==> src/rtl/gf256_pkg.sv <==
// gf256_pkg: shared types, field constants and constant tables for the gf(2^8) unit
// field polynomial x^8+x^6+x^5+x^4+1, generator alpha = 0x02
// no dependencies
package gf256_pkg;

  // low byte of the field polynomial 0x171
  localparam logic [7:0] POLY_LOW = 8'h71;

  typedef enum logic [1:0] {
    OP_MUL = 2'd0,
    OP_INV = 2'd1,
    OP_POW = 2'd2,
    OP_LOG = 2'd3
  } opcode_t;

  typedef logic [255:0][7:0] byte_tbl_t;

  typedef struct packed {
    logic [1:0] opcode;
    logic [7:0] operand_a;
    logic [7:0] operand_b;
  } op_req_t;

  typedef struct packed {
    logic [7:0] result_value;
    logic       zero_operand;
  } op_res_t;

  // carryless product reduced modulo the field polynomial
  function automatic logic [7:0] gf_mul(logic [7:0] a, logic [7:0] b);
    logic [7:0] acc;
    logic [7:0] sh;
    acc = 8'h00;
    sh  = b;
    for (int i = 0; i < 8; i++) begin
      if (a[i]) begin
        acc = acc ^ sh;
      end
      sh = {sh[6:0], 1'b0} ^ (sh[7] ? POLY_LOW : 8'h00);
    end
    return acc;
  endfunction

  // alpha^e, with alpha^255 = 1
  function automatic byte_tbl_t gen_exp_tbl();
    byte_tbl_t  t;
    logic [7:0] v;
    t = '0;
    v = 8'h01;
    for (int e = 0; e < 255; e++) begin
      t[8'(e)] = v;
      v = gf_mul(v, 8'h02);
    end
    t[8'hFF] = 8'h01;
    return t;
  endfunction

  // discrete log, zero maps to zero
  function automatic byte_tbl_t gen_log_tbl();
    byte_tbl_t t;
    byte_tbl_t ex;
    t  = '0;
    ex = gen_exp_tbl();
    for (int e = 0; e < 255; e++) begin
      t[ex[8'(e)]] = 8'(e);
    end
    return t;
  endfunction

  // multiplicative inverse, zero maps to zero
  function automatic byte_tbl_t gen_inv_tbl();
    byte_tbl_t t;
    byte_tbl_t ex;
    byte_tbl_t lg;
    t  = '0;
    ex = gen_exp_tbl();
    lg = gen_log_tbl();
    for (int x = 1; x < 256; x++) begin
      t[8'(x)] = ex[8'hFF - lg[8'(x)]];
    end
    return t;
  endfunction

  localparam byte_tbl_t EXP_TBL = gen_exp_tbl();
  localparam byte_tbl_t LOG_TBL = gen_log_tbl();
  localparam byte_tbl_t INV_TBL = gen_inv_tbl();

endpackage

==> src/rtl/gf256_in_if.sv <==
// gf256_in_if: request channel, valid/ready handshake with opcode and two operands
// depends on nothing
interface gf256_in_if;
  logic       valid;
  logic       ready;
  logic [1:0] opcode;
  logic [7:0] operand_a;
  logic [7:0] operand_b;

  modport source (output valid, output opcode, output operand_a, output operand_b,
                  input ready);
  modport sink (input valid, input opcode, input operand_a, input operand_b,
                output ready);
endinterface

==> src/rtl/gf256_out_if.sv <==
// gf256_out_if: result channel, valid/ready handshake with result byte and zero flag
// depends on nothing
interface gf256_out_if;
  logic       valid;
  logic       ready;
  logic [7:0] result_value;
  logic       zero_operand;

  modport source (output valid, output result_value, output zero_operand, input ready);
  modport sink (input valid, input result_value, input zero_operand, output ready);
endinterface

==> src/rtl/gf256_arithmetic_unit.sv <==
// gf256_arithmetic_unit: two-stage gf(2^8) arithmetic unit, one result per transaction
// a request is held in the request register, then in the result register
// throughput: one transaction per cycle without output stalls, set by stage registers
// reset: rst_n synchronous active low, clears both stage valid bits
// depends on gf256_pkg, gf256_in_if, gf256_out_if, gf256_alu
module gf256_arithmetic_unit (
  input  logic         clk,
  input  logic         rst_n,
  gf256_in_if.sink     in_ch,
  gf256_out_if.source  out_ch
);
  import gf256_pkg::*;

  // stage 1: captured request
  logic    req_v_r;
  op_req_t req_r;
  // stage 2: registered result
  logic    res_v_r;
  op_res_t res_r;

  op_res_t alu_res;
  logic    res_load;
  logic    req_load;

  // result stage takes a new value when empty or when its transaction leaves
  assign res_load = !res_v_r || out_ch.ready;
  // request stage takes a new transaction when empty or when it moves forward
  assign req_load = !req_v_r || res_load;

  assign in_ch.ready = req_load;

  gf256_alu u_alu (
    .req (req_r),
    .res (alu_res)
  );

  always_ff @(posedge clk) begin
    if (!rst_n) begin
      req_v_r <= 1'b0;
      res_v_r <= 1'b0;
    end else begin
      if (req_load) begin
        req_v_r <= in_ch.valid;
      end
      if (res_load) begin
        res_v_r <= req_v_r;
      end
    end
  end

  // payload registers, no reset needed
  always_ff @(posedge clk) begin
    if (req_load && in_ch.valid) begin
      req_r.opcode    <= in_ch.opcode;
      req_r.operand_a <= in_ch.operand_a;
      req_r.operand_b <= in_ch.operand_b;
    end
    if (res_load && req_v_r) begin
      res_r <= alu_res;
    end
  end

  assign out_ch.valid        = res_v_r;
  assign out_ch.result_value = res_r.result_value;
  assign out_ch.zero_operand = res_r.zero_operand;

`ifndef SYNTHESIS
  // an accepted transaction always lands in the request stage
  a_req_capture: assert property (@(posedge clk) disable iff (!rst_n)
    (in_ch.valid && in_ch.ready) |=> req_v_r)
    else $error("accepted transaction not captured");

  // a pending request moves into the result stage whenever it has room
  a_req_advance: assert property (@(posedge clk) disable iff (!rst_n)
    (req_v_r && res_load) |=> res_v_r)
    else $error("request lost between stages");

  // both stages full and output stalled: no new transaction may enter
  a_full_backpressure: assert property (@(posedge clk) disable iff (!rst_n)
    (req_v_r && res_v_r && !out_ch.ready) |-> !in_ch.ready)
    else $error("input accepted while pipeline full");

  // with nothing in flight and nothing accepted, no result appears
  a_no_phantom: assert property (@(posedge clk) disable iff (!rst_n)
    (!req_v_r && !res_v_r && !in_ch.valid) |=> !out_ch.valid)
    else $error("result without a transaction");
`endif

endmodule

==> src/rtl/gf256_alu.sv <==
// gf256_alu: combinational gf(2^8) operation select (multiply, inverse, power, log)
// depends on gf256_pkg
module gf256_alu (
  input  gf256_pkg::op_req_t req,
  output gf256_pkg::op_res_t res
);
  import gf256_pkg::*;

  always_comb begin
    res.result_value = 8'h00;
    res.zero_operand = 1'b0;
    case (opcode_t'(req.opcode))
      OP_MUL: begin
        res.result_value = gf_mul(req.operand_a, req.operand_b);
      end
      OP_INV: begin
        res.result_value = INV_TBL[req.operand_a];
        res.zero_operand = (req.operand_a == 8'h00);
      end
      OP_POW: begin
        res.result_value = EXP_TBL[req.operand_a];
      end
      OP_LOG: begin
        res.result_value = LOG_TBL[req.operand_a];
        res.zero_operand = (req.operand_a == 8'h00);
      end
      default: begin
        res.result_value = 8'h00;
        res.zero_operand = 1'b0;
      end
    endcase
  end

endmodule

==> src/flat_wrapper.sv <==
// flat-port wrapper written by rule: the top's interface ports become plain ports
module gf256_arithmetic_unit_flat import gf256_pkg::*;
  (clk, rst_n, in_ch_valid, in_ch_opcode, in_ch_operand_a, in_ch_operand_b, in_ch_ready, out_ch_valid, out_ch_result_value, out_ch_zero_operand, out_ch_ready);
  gf256_in_if in_ch_i ();
  gf256_out_if out_ch_i ();
  input  logic clk;
  input  logic rst_n;
  input wire logic [$bits(in_ch_i.valid)-1:0] in_ch_valid;
  input wire logic [$bits(in_ch_i.opcode)-1:0] in_ch_opcode;
  input wire logic [$bits(in_ch_i.operand_a)-1:0] in_ch_operand_a;
  input wire logic [$bits(in_ch_i.operand_b)-1:0] in_ch_operand_b;
  output wire logic [$bits(in_ch_i.ready)-1:0] in_ch_ready;
  output wire logic [$bits(out_ch_i.valid)-1:0] out_ch_valid;
  output wire logic [$bits(out_ch_i.result_value)-1:0] out_ch_result_value;
  output wire logic [$bits(out_ch_i.zero_operand)-1:0] out_ch_zero_operand;
  input wire logic [$bits(out_ch_i.ready)-1:0] out_ch_ready;
  assign in_ch_i.valid = in_ch_valid;
  assign in_ch_i.opcode = in_ch_opcode;
  assign in_ch_i.operand_a = in_ch_operand_a;
  assign in_ch_i.operand_b = in_ch_operand_b;
  assign in_ch_ready = in_ch_i.ready;
  assign out_ch_valid = out_ch_i.valid;
  assign out_ch_result_value = out_ch_i.result_value;
  assign out_ch_zero_operand = out_ch_i.zero_operand;
  assign out_ch_i.ready = out_ch_ready;
  gf256_arithmetic_unit u_core (.clk(clk), .rst_n(rst_n), .in_ch(in_ch_i), .out_ch(out_ch_i));
endmodule
==> config.mk <==
export PLATFORM = sky130hd
export DESIGN_NAME = gf256_arithmetic_unit_flat
export DESIGN_NICKNAME = d
export VERILOG_FILES = /design/src/rtl/gf256_pkg.sv /design/src/rtl/gf256_in_if.sv /design/src/rtl/gf256_out_if.sv /design/src/rtl/gf256_arithmetic_unit.sv /design/src/rtl/gf256_alu.sv /design/src/flat_wrapper.sv
export SDC_FILE = /design/constraint.sdc
export NUM_CORES = 1
export LEC_CHECK = 0
export BUFFER_PORTS_ARGS = -buffer_cell sky130_fd_sc_hd__buf_2
export CORE_AREA = 2 2 102 203
export DETAILED_ROUTE_END_ITERATION = 8
export DIE_AREA = 0 0 104 205
export PLACE_DENSITY = 0.48
export RECOVER_POWER = 25
export SLEW_MARGIN = 40
export SYNTH_ARGS = -nofsm -noshare
export SYNTH_HDL_FRONTEND = slang
export SYNTH_SLANG_ARGS = --single-unit
==> constraint.sdc <==
create_clock -name clk -period 4.34 [get_ports clk]
set_input_delay 0.434 -clock clk [delete_from_list [all_inputs] [get_ports clk]]
set_output_delay 0.434 -clock clk [all_outputs]
set_load 0.05 [all_outputs]
# Yosys cells after proc, flatten, opt, wreduce, memory -nomap -nowiden
# Memories as Yosys holds them, arrays and structs flattened. A register that Yosys moved wholly into a read port is not among the register bits.
# Index checks and enable logic that the tools add are counted.
dict set report word_totals {
  regBits 29
  latch_bits 0
  mem_bits_rw 0
  rom_bits 6144
  in_bits 22
  output_inout_bits 11
  elab_cells 66
  mem_count 3
}
# memory words width read_ports rd_ports_with_merged_regs wr line_no
set memory_table {}
lappend memory_table {{(name not given)} 256 8 1 1 0 gf256_alu.sv:24} ;# res.result_value = LOG_TBL[req.operand_a];
lappend memory_table {{(name not given)} 256 8 1 1 0 gf256_alu.sv:21} ;# res.result_value = EXP_TBL[req.operand_a];
lappend memory_table {{(name not given)} 256 8 1 1 0 gf256_alu.sv:17} ;# res.result_value = INV_TBL[req.operand_a];
dict set report op_classes {
  add_sub_neg 0
  n_mul 0
  n_div 0
  order_cmp 1
  n_eq_ne 3
  shifts 0
  muxes 29
  n_bitwise 14
  n_reduce_logical 9
}
# op n
set op_table {}
lappend op_table {{8-bit 2-to-1 mux} 21}
lappend op_table {{8-bit by 7-bit bitwise XOR with 8-bit output} 7}
lappend op_table {{8-bit bitwise XOR} 7}
lappend op_table {{7-bit 2-to-1 mux} 7}
lappend op_table {{8-bit one-hot mux with 4 select lines} 1}
lappend op_table {{8-bit by 9-bit less-than comparator with 1-bit output (second input constant)} 1}
lappend op_table {{8-bit logical NOT} 1}
lappend op_table {{2-bit equality test (second input constant)} 2}
lappend op_table {{2-bit by 1-bit equality test with 1-bit output (second input constant)} 1}
lappend op_table {{1-bit logical AND} 2}
lappend op_table {{1-bit logical NOT} 2}
lappend op_table {{2-bit logical NOT} 1}
lappend op_table {{1-bit logical OR} 2}
lappend op_table {{2-bit OR reduction} 1}

# Longest topological paths before layout
dict set report depth {
  depth_word 23
  ltp_mapped 16
}

# Modules after synthesis
# A second synthesis with hierarchy kept.
dict set report hier_totals {
  hier_cells 869
  hier_area_um2 6321.1
}
# module instances cells_per_inst area_per_inst_um2
set modules_own_cells {}
lappend modules_own_cells {gf256_alu 1 833 5406.4}
lappend modules_own_cells {gf256_arithmetic_unit 1 36 914.6}

# Worst setup path after synthesis
# OpenSTA, ideal clock, no wires.
dict set report synth_timing {
  kind {register to register}
  startpoint {register u_core.res_v_r, in the netlist u_core.out_ch.valid}
  endpoint {register (tool-made name)}
  setup_time_ps 127
  arrival_time_ps 3362
  required_ps 4213
  setup_slack_ps 851
  path_stages_with_launch 15
  n_path_buf 2
  cell_sequence {dfxtp_1 > and3b_1 > inv_1 > nand2_1 > inv_2 > mux2_2 > clkbuf_1 > ha_1 > clkbuf_1 > clkinv_1 > o21ai_0 > o21ai_0 > o22ai_1 > a21oi_1 > or3_1}
}
# element line_no
set synth_lines {}
lappend synth_lines {{from (decl)} gf256_arithmetic_unit.sv:18} ;# logic res_v_r;
lappend synth_lines {{from (signal assigned)} gf256_arithmetic_unit.sv:46} ;# res_v_r <= req_v_r;

==> results by group <==
Yosys
  • Syn nets: 1012
  • Ys flop type: edfxtp_1
  • Mean post-synth cell area: 7.03 um2
  • Register bit count reported by yosys: 45
  • Number of enable flip-flop cells after synthesis: 27
  • Netlist cell types: 78
  • Synth Warn #: 0
  • Post-synthesis instance area: 0.00684 mm2
  • Sequential area share after synthesis: 0.171
  • FFs w/ async S/R, synth: 0
  • Post-Syn Instances: 973

Timing
  • RSZ-0062 raised after global routing: false
  • Final setup skew: 0.0193 ns
  • Part of the cycle the worst path needs: 0.883
  • Fmax: 0.261 GHz
  • Slew headroom: 0.389
  • Final min period: 3.83 ns
  • Final hold violations: 0
  • Slew Viols, Final: 0
  • Slew @ Worst Pin: 0.912 ns
  • Setup-violating endpoint count in the final report: 0
  • Setup TNS: 0 ns
  • Final hold slack: 0.295 ns

Global route
  • Total GRT Usage: 0.411
  • Number of global-route vias before repair: 8553
  • Largest net degree at the start of global routing: 73
  • Grt ovf: 0
  • Initial antenna violation count: 2
  • Global-route wire length before repair: 62.7 mm

Power
  • Switching power: 0.00122 W
  • Power consumption: 0.00242 W
  • Net Sw Frac: 0.503
  • Pwr Density: 314 mW/mm2
  • Static Leak: 2.76 nW
  • Clock share of power: 0.177
  • Seq pwr share: 0.231
  • Maximum VDD drop: 0.158 mV
  • Logic pwr share: 0.592
  • Pint: 0.00120 W

CTS
  • CTS tree: done
  • CTS root buf: clkbuf_16
  • Hold Buf Count CTS: 0
  • Sink Count: 45
  • Inserted Clock Buffers: 5
  • Clk buf depth: 2
  • Setup Fix Bufs, Post-CTS: 0
  • Clock Pin Slew Worst Setup and Hold Paths: 0.09 ns
  • Worst-skew pair later-pin latency: 0.32 ns
  • H-tree levels: 2
  • Post_cts resized: 0

Placement
  • DPL Wire Length: 32.5 mm
  • RePlAce Congestion: 1.08
  • Port Buffer Count: 32
  • Area after DPL: 0.00756 mm2

Cells and area
  • Area delta synth->final: 12.6%
  • Fin nets: 1028
  • Fillcell total: 2199
  • Register area: 0.00117 mm2
  • Multi-input logic area: 0.00518 mm2
  • Layout cells sized above 1: 0.156
  • Fin area: 0.00770 mm2
  • Finished Core Util: 0.391

Critical path
  • Critical path startpoint category: flip-flop
  • Critical path class: reg -> reg
  • Worst reg2reg setup slack: 0.51 ns
  • Crit path capture type: flip-flop
  • CP required: 4.61 ns
  • Worst endpoint data arrival time: 4.10 ns
  • CP max FO: 12

Floorplanning
  • FP Rows: 73
  • Core Footprint: 0.0197 mm2
  • # IOs: 33
  • Initial core utilization: 0.347
  • Die width: 104 um
  • DIE HEIGHT: 205 um
  • Die ar.: 0.0213 mm2

Routing
  • Drt drc: 0
  • Drt wl/cell: 35.1 um
  • DR vias: 8647
  • Routed WL: 44.0 mm
  • Post-route ant nets: 0
  • Number of iterations in the first detailed-routing pass: 6
  • DRT iter0 DRCs: 1188
  • Via-to-Cell Ratio: 6.90

Min path
  • Min-delay worst type: in -> reg

Status
  • Outcome: complete, no violations

Job
  • Maxcap violations: 0
==> routing by layer <==
layer	wire [um]	part of all wire	track usage
met2	21100	0.48	0.698
met4	5900	0.13	0.435
met3	3160	0.072	0.0805
met5	13	0.00030	0.0214
met1	13800	0.31	0.398
==> cell families after synthesis <==
family / Yosys count / synth area share
AO/OA/AOI/OAI: 392 / 0.380
XOR/XNOR: 72 / 0.104
adder cells (fa/ha/maj): 17 / 0.0311
buffers and inverters: 122 / 0.0783
flip-flops: 45 / 0.171
multiplexers: 22 / 0.0362
AND/OR/NAND/NOR: 303 / 0.199
==> cells in the final DEF, fill, tap and decap left out, drive strengths merged, types with 14 or more instances in the layout <==
cell    Yosys  routed
nand2b     16      16
edfxtp     27      27
o21ai      94      94
inv        14      15
o31ai      17      17
a211oi     14      14
nor3       21      21
xnor2      55      55
nor2       52      52
dfxtp      18      18
clkbuf     49      14
nand3      37      37
ha         17      17
buf        58     107
nand2     144     144
o211ai     35      35
a21oi      96      96
xor2       16      16
==> power groups by stage <==
stage	Combinational (W)	Clock [W]	Sequential, W
5_1_grt	0.00150	0.000447	0.000565
4_1_cts	0.00137	0.000430	0.000559
3_3_place_gp	0.00139	0	0.000568
2_1_floorplan	0.000834	0	0.000559
6_report	0.00143	0.000428	0.000560
3_5_place_dp	0.00136	0	0.000568
==> stage by stage <==
step | worst slack (ns) | cells
detailed placement | 0.362 | 1244
finish | 0.509 | 1253
global route | 0.329 | 1253
global placement | 0.175 | 1244
floorplan | 0.851 | 973
CTS | 0.545 | 1252
==> area by class of cell <==
type,instances,area share
Antenna cell,1,0.000325
Clock buffer,5,0.0162
Clock inverter,3,0.00325
Inverter,15,0.00731
Multi-Input combinational cell,806,0.673
Sequential cell,45,0.152
Tap cell,262,0.0425
Timing Repair Buffer,116,0.106
==> synth_stat cells (all sizes together), types with 9 or more instances <==
library cell,n,area (um2)
xor2,16,178
a21oi,96,484
mux2,12,135
a211oi,14,105
o211ai,35,268
clkbuf,49,184
o31ai,17,133
mux2i,9,90.1
nor2,52,195
o21a,9,67.6
dfxtp,18,360
nand2b,16,100
edfxtp,27,811
nand3,37,185
nor3,21,110
ha,17,213
o21ai,94,478
o22ai,11,68.8
a22oi,10,80.1
xnor2,55,512
buf,58,295
a311oi,10,87.6
a31oi,11,68.8
a221oi,11,96.3
o221ai,9,78.8
inv,14,52.6
nand2,144,543
==> worst max-delay path: stages (launching register included) <==
cell and delay [ns]:
dfxtp_1 0.34, and3b_1 0.20, inv_1 0.07, nand2_1 0.08
inv_2 0.10, mux2_2 0.36, buf_4 0.19, ha_1 0.33
buf_4 0.20, nand2_1 0.11, a2111oi_1 0.81, buf_4 0.24
a211oi_1 0.06, buf_4 0.16, o31ai_1 0.31, a311o_1 0.21
==> final timing paths <==
check                           from                   to  cells after the start
setup / recovery      u_core.req_v_r            flip-flop                     15
hold / removal    in_ch_operand_b[2]      u_core.req_r[2]                      1
setup reg to reg      u_core.req_v_r            flip-flop                     15
hold reg to reg       u_core.req_v_r  u_core.out_ch.valid                      1
Power figures use the tool's default switching activity.
